==> src/lkv_pkg.sv <==
`default_nettype none
package lkv_pkg;

    localparam int STORE_DEPTH = 8;
    localparam int KEY_BITS    = 32;
    localparam int VALUE_BITS  = 32;

    localparam int IDX_W  = $clog2(STORE_DEPTH);
    // ranks run 0 .. STORE_DEPTH, the top value marks an insert into a free slot
    localparam int RANK_W = $clog2(STORE_DEPTH + 1);
    localparam int OCC_W  = $clog2(STORE_DEPTH + 1);
    localparam int CAP_W  = 4;
    localparam int STAT_W = 3;
    localparam int READ_W = 32;
    localparam int CMP_W  = (OCC_W > CAP_W) ? OCC_W : CAP_W;

    localparam logic [CAP_W-1:0] CAP_RESET = 4'd8;

    localparam logic OP_GET = 1'b0;
    localparam logic OP_PUT = 1'b1;

    typedef enum logic [STAT_W-1:0] {
        ST_GET_HIT      = 3'd0,
        ST_GET_MISS     = 3'd1,
        ST_PUT_UPDATED  = 3'd2,
        ST_PUT_INSERTED = 3'd3,
        ST_PUT_EVICTED  = 3'd4
    } t_status;

    typedef enum logic [1:0] {
        S_IDLE,
        S_SCAN,
        S_APPLY
    } t_state;

    // search results gathered as the token walks down the row of cells
    typedef struct packed {
        logic                  hit;
        logic [IDX_W-1:0]      hit_idx;
        logic [RANK_W-1:0]     hit_rank;
        logic [VALUE_BITS-1:0] hit_value;
        logic                  free_ok;
        logic [IDX_W-1:0]      free_idx;
        logic                  lru_ok;
        logic [IDX_W-1:0]      lru_idx;
        logic [RANK_W-1:0]     lru_rank;
    } t_tok;

    // update broadcast to every cell once the search is over
    typedef struct packed {
        logic              en;
        logic [IDX_W-1:0]  idx;
        logic [RANK_W-1:0] old_rank;
        logic              wr_key;
        logic              wr_value;
        logic              set_valid;
    } t_cmd;

endpackage
`default_nettype wire

==> src/lru_key_value_cache_core.sv <==
`default_nettype none
// a search token walks the row of cells one cell per cycle before the update is broadcast;
//   no new item is accepted until the update for the last one has been applied
// the next item may be accepted while a finished result still waits on the output
// reset (synchronous, i_rst_n low) clears valid marks, ranks, occupancy and the
//   result valid flag, and sets capacity_limit to 8; keys and values are not cleared
module lru_key_value_cache_core (
    input  wire                            i_clk,
    input  wire                            i_rst_n,
    input  wire                            i_in_valid,
    output logic                           o_in_stall,
    input  wire                            i_operation,
    input  wire  [lkv_pkg::KEY_BITS-1:0]   i_key,
    input  wire  [lkv_pkg::VALUE_BITS-1:0] i_value,
    output logic                           o_out_valid,
    input  wire                            i_out_stall,
    output logic [lkv_pkg::STAT_W-1:0]     o_status,
    output logic [lkv_pkg::READ_W-1:0]     o_read_value,
    input  wire                            i_cfg_we,
    input  wire  [lkv_pkg::CAP_W-1:0]      i_cfg_data
);
    import lkv_pkg::*;

    logic                  w_inject;
    logic [KEY_BITS-1:0]   w_key;
    logic [VALUE_BITS-1:0] w_value;
    t_cmd                  w_cmd;
    logic                  w_tok_valid [STORE_DEPTH+1];
    t_tok                  w_tok       [STORE_DEPTH+1];

    // fresh token enters the first cell with nothing found yet
    assign w_tok_valid[0] = w_inject;
    assign w_tok[0]       = '0;

    lkv_ctrl u_ctrl (
        .i_clk        (i_clk),
        .i_rst_n      (i_rst_n),
        .i_in_valid   (i_in_valid),
        .o_in_stall   (o_in_stall),
        .i_operation  (i_operation),
        .i_key        (i_key),
        .i_value      (i_value),
        .o_out_valid  (o_out_valid),
        .i_out_stall  (i_out_stall),
        .o_status     (o_status),
        .o_read_value (o_read_value),
        .i_cfg_we     (i_cfg_we),
        .i_cfg_data   (i_cfg_data),
        .o_inject     (w_inject),
        .o_key        (w_key),
        .o_value      (w_value),
        .o_cmd        (w_cmd),
        .i_last_valid (w_tok_valid[STORE_DEPTH]),
        .i_last_tok   (w_tok[STORE_DEPTH])
    );

    for (genvar g = 0; g < STORE_DEPTH; g++) begin : g_cell
        lkv_cell u_cell (
            .i_clk       (i_clk),
            .i_rst_n     (i_rst_n),
            .i_idx       (IDX_W'(g)),
            .i_tok_valid (w_tok_valid[g]),
            .i_tok       (w_tok[g]),
            .i_key       (w_key),
            .i_value     (w_value),
            .i_cmd       (w_cmd),
            .o_tok_valid (w_tok_valid[g+1]),
            .o_tok       (w_tok[g+1])
        );
    end

endmodule
`default_nettype wire

==> src/lkv_cell.sv <==
`default_nettype none
module lkv_cell (
    input  wire                           i_clk,
    input  wire                           i_rst_n,
    input  wire  [lkv_pkg::IDX_W-1:0]     i_idx,
    input  wire                           i_tok_valid,
    input  lkv_pkg::t_tok                 i_tok,
    input  wire  [lkv_pkg::KEY_BITS-1:0]  i_key,
    input  wire  [lkv_pkg::VALUE_BITS-1:0] i_value,
    input  lkv_pkg::t_cmd                 i_cmd,
    output logic                          o_tok_valid,
    output lkv_pkg::t_tok                 o_tok
);
    import lkv_pkg::*;

    logic                  r_valid;
    logic [RANK_W-1:0]     r_rank;
    logic [KEY_BITS-1:0]   r_key;
    logic [VALUE_BITS-1:0] r_value;
    logic                  r_tok_valid;
    t_tok                  r_tok;
    t_tok                  n_tok;

    always_comb begin
        n_tok = i_tok;
        if (!i_tok.hit && r_valid && (r_key == i_key)) begin
            n_tok.hit       = 1'b1;
            n_tok.hit_idx   = i_idx;
            n_tok.hit_rank  = r_rank;
            n_tok.hit_value = r_value;
        end
        if (!i_tok.free_ok && !r_valid) begin
            n_tok.free_ok  = 1'b1;
            n_tok.free_idx = i_idx;
        end
        // ties go to the later cell
        if (r_valid && (!i_tok.lru_ok || (r_rank >= i_tok.lru_rank))) begin
            n_tok.lru_ok   = 1'b1;
            n_tok.lru_idx  = i_idx;
            n_tok.lru_rank = r_rank;
        end
    end

    always_ff @(posedge i_clk) begin
        if (!i_rst_n) begin
            r_tok_valid <= 1'b0;
        end else begin
            r_tok_valid <= i_tok_valid;
        end
    end

    always_ff @(posedge i_clk) begin
        if (i_tok_valid) begin
            r_tok <= n_tok;
        end
    end

    always_ff @(posedge i_clk) begin
        if (!i_rst_n) begin
            r_valid <= 1'b0;
            r_rank  <= '0;
        end else if (i_cmd.en) begin
            if (i_cmd.idx == i_idx) begin
                r_rank <= '0;
                if (i_cmd.set_valid) begin
                    r_valid <= 1'b1;
                end
            end else if (r_valid && (r_rank < i_cmd.old_rank)) begin
                r_rank <= r_rank + 1'b1;
            end
        end
    end

    always_ff @(posedge i_clk) begin
        if (i_cmd.en && (i_cmd.idx == i_idx)) begin
            if (i_cmd.wr_key) begin
                r_key <= i_key;
            end
            if (i_cmd.wr_value) begin
                r_value <= i_value;
            end
        end
    end

    assign o_tok_valid = r_tok_valid;
    assign o_tok       = r_tok;

endmodule
`default_nettype wire

==> src/lkv_ctrl.sv <==
`default_nettype none
module lkv_ctrl (
    input  wire                            i_clk,
    input  wire                            i_rst_n,
    input  wire                            i_in_valid,
    output logic                           o_in_stall,
    input  wire                            i_operation,
    input  wire  [lkv_pkg::KEY_BITS-1:0]   i_key,
    input  wire  [lkv_pkg::VALUE_BITS-1:0] i_value,
    output logic                           o_out_valid,
    input  wire                            i_out_stall,
    output logic [lkv_pkg::STAT_W-1:0]     o_status,
    output logic [lkv_pkg::READ_W-1:0]     o_read_value,
    input  wire                            i_cfg_we,
    input  wire  [lkv_pkg::CAP_W-1:0]      i_cfg_data,
    output logic                           o_inject,
    output logic [lkv_pkg::KEY_BITS-1:0]   o_key,
    output logic [lkv_pkg::VALUE_BITS-1:0] o_value,
    output lkv_pkg::t_cmd                  o_cmd,
    input  wire                            i_last_valid,
    input  lkv_pkg::t_tok                  i_last_tok
);
    import lkv_pkg::*;

    t_state                r_state;
    t_state                n_state;
    logic                  r_inject;
    logic                  r_op;
    logic [KEY_BITS-1:0]   r_key;
    logic [VALUE_BITS-1:0] r_value;
    logic [OCC_W-1:0]      r_occ;
    logic [CAP_W-1:0]      r_cap;
    logic                  r_out_valid;
    t_status               r_status;
    logic [READ_W-1:0]     r_rd;

    logic                  accept;
    logic                  apply_go;
    logic [CMP_W-1:0]      cap_eff;
    logic                  room;
    t_status               dec_status;
    logic [READ_W-1:0]     dec_rd;
    t_cmd                  dec_cmd;

    assign accept = i_in_valid && !o_in_stall;

    always_comb begin
        n_state = r_state;
        case (r_state)
            S_IDLE: begin
                if (accept) begin
                    n_state = S_SCAN;
                end
            end
            S_SCAN: begin
                if (i_last_valid) begin
                    n_state = S_APPLY;
                end
            end
            S_APPLY: begin
                if (apply_go) begin
                    n_state = S_IDLE;
                end
            end
            default: n_state = S_IDLE;
        endcase
    end

    always_comb begin
        o_in_stall = 1'b1;
        apply_go   = 1'b0;
        case (r_state)
            S_IDLE:  o_in_stall = 1'b0;
            S_SCAN:  o_in_stall = 1'b1;
            // the result register may still hold the previous result
            S_APPLY: apply_go = !r_out_valid || !i_out_stall;
            default: o_in_stall = 1'b1;
        endcase
    end

    always_comb begin
        cap_eff = CMP_W'(r_cap);
        if (cap_eff == '0) begin
            cap_eff = CMP_W'(1);
        end else if (cap_eff > CMP_W'(STORE_DEPTH)) begin
            cap_eff = CMP_W'(STORE_DEPTH);
        end
        room = (CMP_W'(r_occ) < cap_eff) && i_last_tok.free_ok;
    end

    always_comb begin
        dec_status       = ST_GET_MISS;
        dec_rd           = '0;
        dec_cmd          = '0;
        dec_cmd.idx      = i_last_tok.hit_idx;
        dec_cmd.old_rank = i_last_tok.hit_rank;
        if (r_op == OP_GET) begin
            if (i_last_tok.hit) begin
                dec_status = ST_GET_HIT;
                dec_rd     = READ_W'(i_last_tok.hit_value);
                dec_cmd.en = 1'b1;
            end
        end else if (i_last_tok.hit) begin
            dec_status       = ST_PUT_UPDATED;
            dec_cmd.en       = 1'b1;
            dec_cmd.wr_value = 1'b1;
        end else if (room) begin
            dec_status        = ST_PUT_INSERTED;
            dec_cmd.en        = 1'b1;
            dec_cmd.idx       = i_last_tok.free_idx;
            dec_cmd.old_rank  = RANK_W'(STORE_DEPTH);
            dec_cmd.wr_key    = 1'b1;
            dec_cmd.wr_value  = 1'b1;
            dec_cmd.set_valid = 1'b1;
        end else begin
            dec_status       = ST_PUT_EVICTED;
            dec_cmd.en       = 1'b1;
            dec_cmd.idx      = i_last_tok.lru_ok ? i_last_tok.lru_idx : '0;
            dec_cmd.old_rank = i_last_tok.lru_ok ? i_last_tok.lru_rank : '0;
            dec_cmd.wr_key   = 1'b1;
            dec_cmd.wr_value = 1'b1;
        end
        dec_cmd.en = dec_cmd.en && apply_go;
    end

    always_ff @(posedge i_clk) begin
        if (!i_rst_n) begin
            r_state     <= S_IDLE;
            r_inject    <= 1'b0;
            r_occ       <= '0;
            r_cap       <= CAP_RESET;
            r_out_valid <= 1'b0;
        end else begin
            r_state  <= n_state;
            r_inject <= accept;
            if (i_cfg_we) begin
                r_cap <= i_cfg_data;
            end
            if (apply_go && (dec_status == ST_PUT_INSERTED)) begin
                r_occ <= r_occ + 1'b1;
            end
            if (apply_go) begin
                r_out_valid <= 1'b1;
            end else if (!i_out_stall) begin
                r_out_valid <= 1'b0;
            end
        end
    end

    always_ff @(posedge i_clk) begin
        if (accept) begin
            r_op    <= i_operation;
            r_key   <= i_key;
            r_value <= i_value;
        end
        if (apply_go) begin
            r_status <= dec_status;
            r_rd     <= dec_rd;
        end
    end

    assign o_inject     = r_inject;
    assign o_key        = r_key;
    assign o_value      = r_value;
    assign o_cmd        = dec_cmd;
    assign o_out_valid  = r_out_valid;
    assign o_status     = r_status;
    assign o_read_value = r_rd;

`ifndef SYNTH
    a_occ_bound: assert property (@(posedge i_clk) disable iff (!i_rst_n)
        CMP_W'(r_occ) <= CMP_W'(STORE_DEPTH))
        else $error("occupancy above store depth");

    a_no_overwrite: assert property (@(posedge i_clk) disable iff (!i_rst_n)
        (r_state == S_APPLY && r_out_valid && i_out_stall) |=> (r_state == S_APPLY))
        else $error("result register overwritten while stalled");

    a_tok_in_scan: assert property (@(posedge i_clk) disable iff (!i_rst_n)
        i_last_valid |-> (r_state == S_SCAN))
        else $error("search token left the row outside a search");

    a_occ_step: assert property (@(posedge i_clk) disable iff (!i_rst_n)
        (apply_go && dec_status == ST_PUT_INSERTED)
            |=> (r_occ == OCC_W'($past(r_occ) + 1'b1)))
        else $error("insert did not raise occupancy");
`endif

endmodule
`default_nettype wire
==> config.mk <==
export PLATFORM = sky130hd
export DESIGN_NAME = lru_key_value_cache_core
export DESIGN_NICKNAME = d
export VERILOG_FILES = /design/src/lkv_pkg.sv /design/src/lru_key_value_cache_core.sv /design/src/lkv_cell.sv /design/src/lkv_ctrl.sv
export SDC_FILE = /design/constraint.sdc
export NUM_CORES = 1
export LEC_CHECK = 0
export BUFFER_PORTS_ARGS = -buffer_cell sky130_fd_sc_hd__buf_2
export CAP_MARGIN = 20
export CORE_MARGIN = 2
export CORE_UTILIZATION = 60
export CTS_BUF_LIST = sky130_fd_sc_hd__clkbuf_4 sky130_fd_sc_hd__clkbuf_8
export CTS_CLUSTER_SIZE = 8
export DETAILED_ROUTE_END_ITERATION = 12
export GPL_TIMING_DRIVEN = 0
export HOLD_SLACK_MARGIN = 0.02
export PLACE_DENSITY = 0.77
export SLEW_MARGIN = 0
export SYNTH_ARGS = -nofsm -noshare
export SYNTH_HDL_FRONTEND = slang
export SYNTH_SLANG_ARGS = --single-unit
==> constraint.sdc <==
create_clock -name i_clk -period 5.45 [get_ports i_clk]
set_input_delay 0.545 -clock i_clk [delete_from_list [all_inputs] [get_ports i_clk]]
set_output_delay 0.545 -clock i_clk [all_outputs]
set_load 0.02 [all_outputs]
==> impl_metrics.csv <==
group,metric,value,unit
power_and_ir_drop,p_comb_share,2.3,%
synth,synth_edf_count,1007,
power_and_ir_drop,p_seq_share,57.7,%
timing,maxSlewViolCount,0,
drt,wl,94.4,mm
clock_tree,clk_pin_slew,60,ps
final_layout,final_cell_mix,"edfxtp_1, mux2_2, clkbuf_8",
floorplanning,core_area,69800,um^2
status,status,"completed",
drt,vias,22643,
clock_tree,cts_buffers,166,
synth,synth_seq_area_share,74.6,%
final_layout,synthToLayoutAreaGrowth,14.7,%
floorplanning,die_w,269,um
critical_path,crit_path_end_kind,"register",
synth,yosys-top-cells-area,"edfxtp_1, mux2_2, xor2_1, dfxtp_1, xnor2_1",
flow_run,max_cap_violations,0,
synth,ys.flop_type,"edfxtp_1",
floorplanning,fp.dieH,269,um
synth,syn_nets,2541,
clock_tree,cts_tree,"built",
timing,max_freq,228,MHz
placed_design,dp_slack,1160,ps
global_routing,grt_pass1_wl,139,mm
drt,dr.pass1.iters,9,
worst_hold_path,hp-class,"primary input to register",
critical_path,critPathKind,"register to register",
drt,wire_per_inst,24.6,um
timing,fin_crit,4400,ps
synth,ys.warnings.count,0,
power_and_ir_drop,p_clk_share,40.0,%
floorplanning,design.die.area,72300,um^2
timing,hold_viol_final,0,
global_routing,grt_pass1_vias,22952,
synth,postSynthAreaPerCell,17.5,um^2
synth,synth_cell_type_count,79,
power_and_ir_drop,swShare,20.7,%
timing,fin_ws,1050,ps
timing,worstMarginPinSlew,1420,ps
synth,async_reset_ff_share,0,%
power_and_ir_drop,p_int,12.5,mW
critical_path,path_buf_inv,2,
final_layout,layout_commonest_cell,"edfxtp_1",
timing,timing.final.crit_share,80.6,%
power_and_ir_drop,p_total,15.7,mW
clock_tree,cts_sinks,1067,
drt,dr.first_iter.drc_count,2461,
synth,syn_inst,2411,
placed_design,dpl-instance-area,44500,um^2
synth,ys_ff_latch,1067,
power_and_ir_drop,ir_worst_vdd,0.230,mV
placed_design,port_buffers,109,
drt,viasPerCell,5.91,
placed_design,place.gp.congestion,0.880,
clock_tree,post-cts-setup-buffers,0,
critical_path,cpPeakStageDelay,1120,ps
critical_path,arrival,5120,ps
drt,drcViolationCount,0,
critical_path,start_kind,"register",
power_and_ir_drop,powerDensity,326,nW/um^2
clock_tree,cts_root_buf,"clkbuf_8",
global_routing,grtUsageTotal,26.5,%
critical_path,crit_required,6180,ps
final_layout,design_area,48300,um^2
drt,ant_nets,0,
critical_path,crit_fanout,8,
synth,synth_top_area_share,71.8,%
critical_path,rrSetupSlack,1050,ps
synth,syn_area,42100,um^2
power_and_ir_drop,p_leak,16.3,nW
critical_path,worstPathCellList,"inv_1 -> nand2_1 -> ha_1 -> o21ai_2 -> nand2_1 -> and2_1 -> buf_6 -> a32oi_1 -> ha_1 -> o21ai_0 -> a21oi_1 -> o221ai_2 -> nand3_2 -> or4b_1 -> a31oi_1",
timing,skew,46.9,ps
placed_design,dpl.hpwl,60.4,mm
floorplanning,rows,97,
power_and_ir_drop,power_switching,3.26,mW
clock_tree,worstSkewPairLatency,810,ps
floorplanning,start_util,60.4,%
floorplanning,io-pin-count,111,
clock_tree,cts_buffer_depth,3,
global_routing,antenna_found_initial,5,
synth,synth_largest_area_cell,"edfxtp_1",
timing,setup_viol,0,
global_routing,grt_max_degree,54,
final_layout,nFillCells,4367,
final_layout,final_nets,2914,
critical_path,slowest_stage,"a32oi_1",
timing,grt_setup_unrepaired,"no",
clock_tree,cts_max_level,4,
final_layout,final_layout_size_suffix_gt1_share,28.2,%
critical_path,crit_family,"compound AO/OA/AOI/OAI gates",
timing,relSlewSlack,5.58,%
global_routing,overflow,0,
## per-stage QoR
step | util [%] | hold slack (ps) | setup TNS [ps] | cells
finish | 69.2 | 87.3 | 0 | 3831
global route | 69.2 | 80.9 | 0 | 3830
CTS | 69.2 | 33.7 | 0 | 3827
detailed placement | 63.8 | 488 | 0 | 3484
global placement | 62.8 | 475 | -99090 | 3460
floorplan | - | 461 | 0 | 2411
## worst reg2reg max path: stages, from the launching register on
cell      delay (ps)
dfxtp_1          310
inv_1            110
nand2_1           70
ha_1             290
o21ai_2          190
nand2_1          220
and2_1           220
buf_6            140
a32oi_1         1120
ha_1             440
o21ai_0           90
a21oi_1           90
o221ai_2         210
nand3_2          160
or4b_1           550
a31oi_1          140
## synthesized netlist by cell type (all sizes together) (2+ instances only)
master and n:
clkbuf 18, nand3b 12, a31oi 3, xor2 147, or2 33, inv 40, buf 74, ha 56
o211ai 7, nor2 46, nor2b 20, o32ai 5, a21oi 23, o31ai 3, a32oi 3, nor3b 5
o21bai 2, nand2 44, or3 4, o22ai 8, nand4b 16, xnor2 108, nor3 16, nand2b 28
nor4 42, nor4b 4, o2111ai 6, o21ai 28, and2 90, o221ai 8, edfxtp 1007, o21a 12
a41oi 3, a21o 9, nand3 65, dfxtp 60, o311ai 4, nand4 47, and3 8, mux2i 3
mux2 280
## state kept, by name (all words and copies together), names as in the netlist, 8 cells and up
name and flops:
g_cell.u_cell.o_tok_valid 8, g_cell.u_cell.r_value 256, g_cell.u_cell.o_tok 395, u_ctrl.o_read_value 32, u_ctrl.o_key 32, g_cell.u_cell.r_rank 32, g_cell.u_cell.r_valid 8, u_ctrl.o_value 32
g_cell.u_cell.r_key 256
## path summary, 6_finish.rpt
kind / from / endpoint / depth (start not counted)
setup / recovery: u_ctrl.r_cap[3]$_SDFFE_PN1P_ / g_cell[6].u_cell.r_rank[3]$_SDFFE_PN0P_ / 15
hold / removal: i_out_stall / u_ctrl.o_out_valid$_SDFFE_PN0P_ / 3
setup reg to reg: u_ctrl.r_cap[3]$_SDFFE_PN1P_ / g_cell[6].u_cell.r_rank[3]$_SDFFE_PN0P_ / 15
hold reg to reg: u_ctrl.r_cap[0]$_SDFFE_PN0P_ / u_ctrl.r_cap[0]$_SDFFE_PN0P_ / 2
## logic make-up (layout without fill, tap and decap cells)
logic type	after synthesis	in the layout	synth area share [%]
muxes	283	283	7.56
other	0	2	0
AOI/OAI and AO/OA	134	134	2.35
adders and majority gates	56	56	1.66
DFF	1067	1067	74.6
and+or+nand+nor	483	483	6.90
buffers and inverters	133	611	1.58
xor gates and xnor gates	255	255	5.30
## per-layer routing
metal | vias to the layer above | track usage [%] | share of wire, %
met4 | 0 | 9.88 | 2.8
met1 | 11506 | 36.2 | 41
met3 | 197 | 4.84 | 7.7
met5 | - | 0 | 0
li1 | 9925 | - | -
met2 | 1015 | 42.9 | 48
## cell type report
class / count / area, um^2 / area share, %
diodes: 2 / 5.00 / 0.0104
plain buffers: 92 / 513 / 1.06
clock buffers: 236 / 2840 / 5.87
clock inverters: 37 / 226 / 0.469
inverters: 41 / 154 / 0.319
multi-input cells: 1211 / 10200 / 21.0
flip-flops and latches: 1067 / 31500 / 65.1
well taps: 940 / 1180 / 2.43
repair buffers: 205 / 1780 / 3.69
## timing repair
action,4_1_cts,5_1_grt
setup endpoints to repair,0,0
hold endpoints to repair,70,0
hold buffers,70,0
resized for setup,0,0
## power by group through the flow
stage / combinational, mW / sequential [mW] / clock (mW)
after global placement: 0.285 / 9.27 / 0
after CTS: 0.358 / 9.09 / 6.36
after floorplan: 0.192 / 9.21 / 0
after detailed placement: 0.317 / 9.26 / 0
after global routing: 0.387 / 9.09 / 6.71
final: 0.361 / 9.09 / 6.29
No activity file was read; power rests on OpenSTA's default activity.
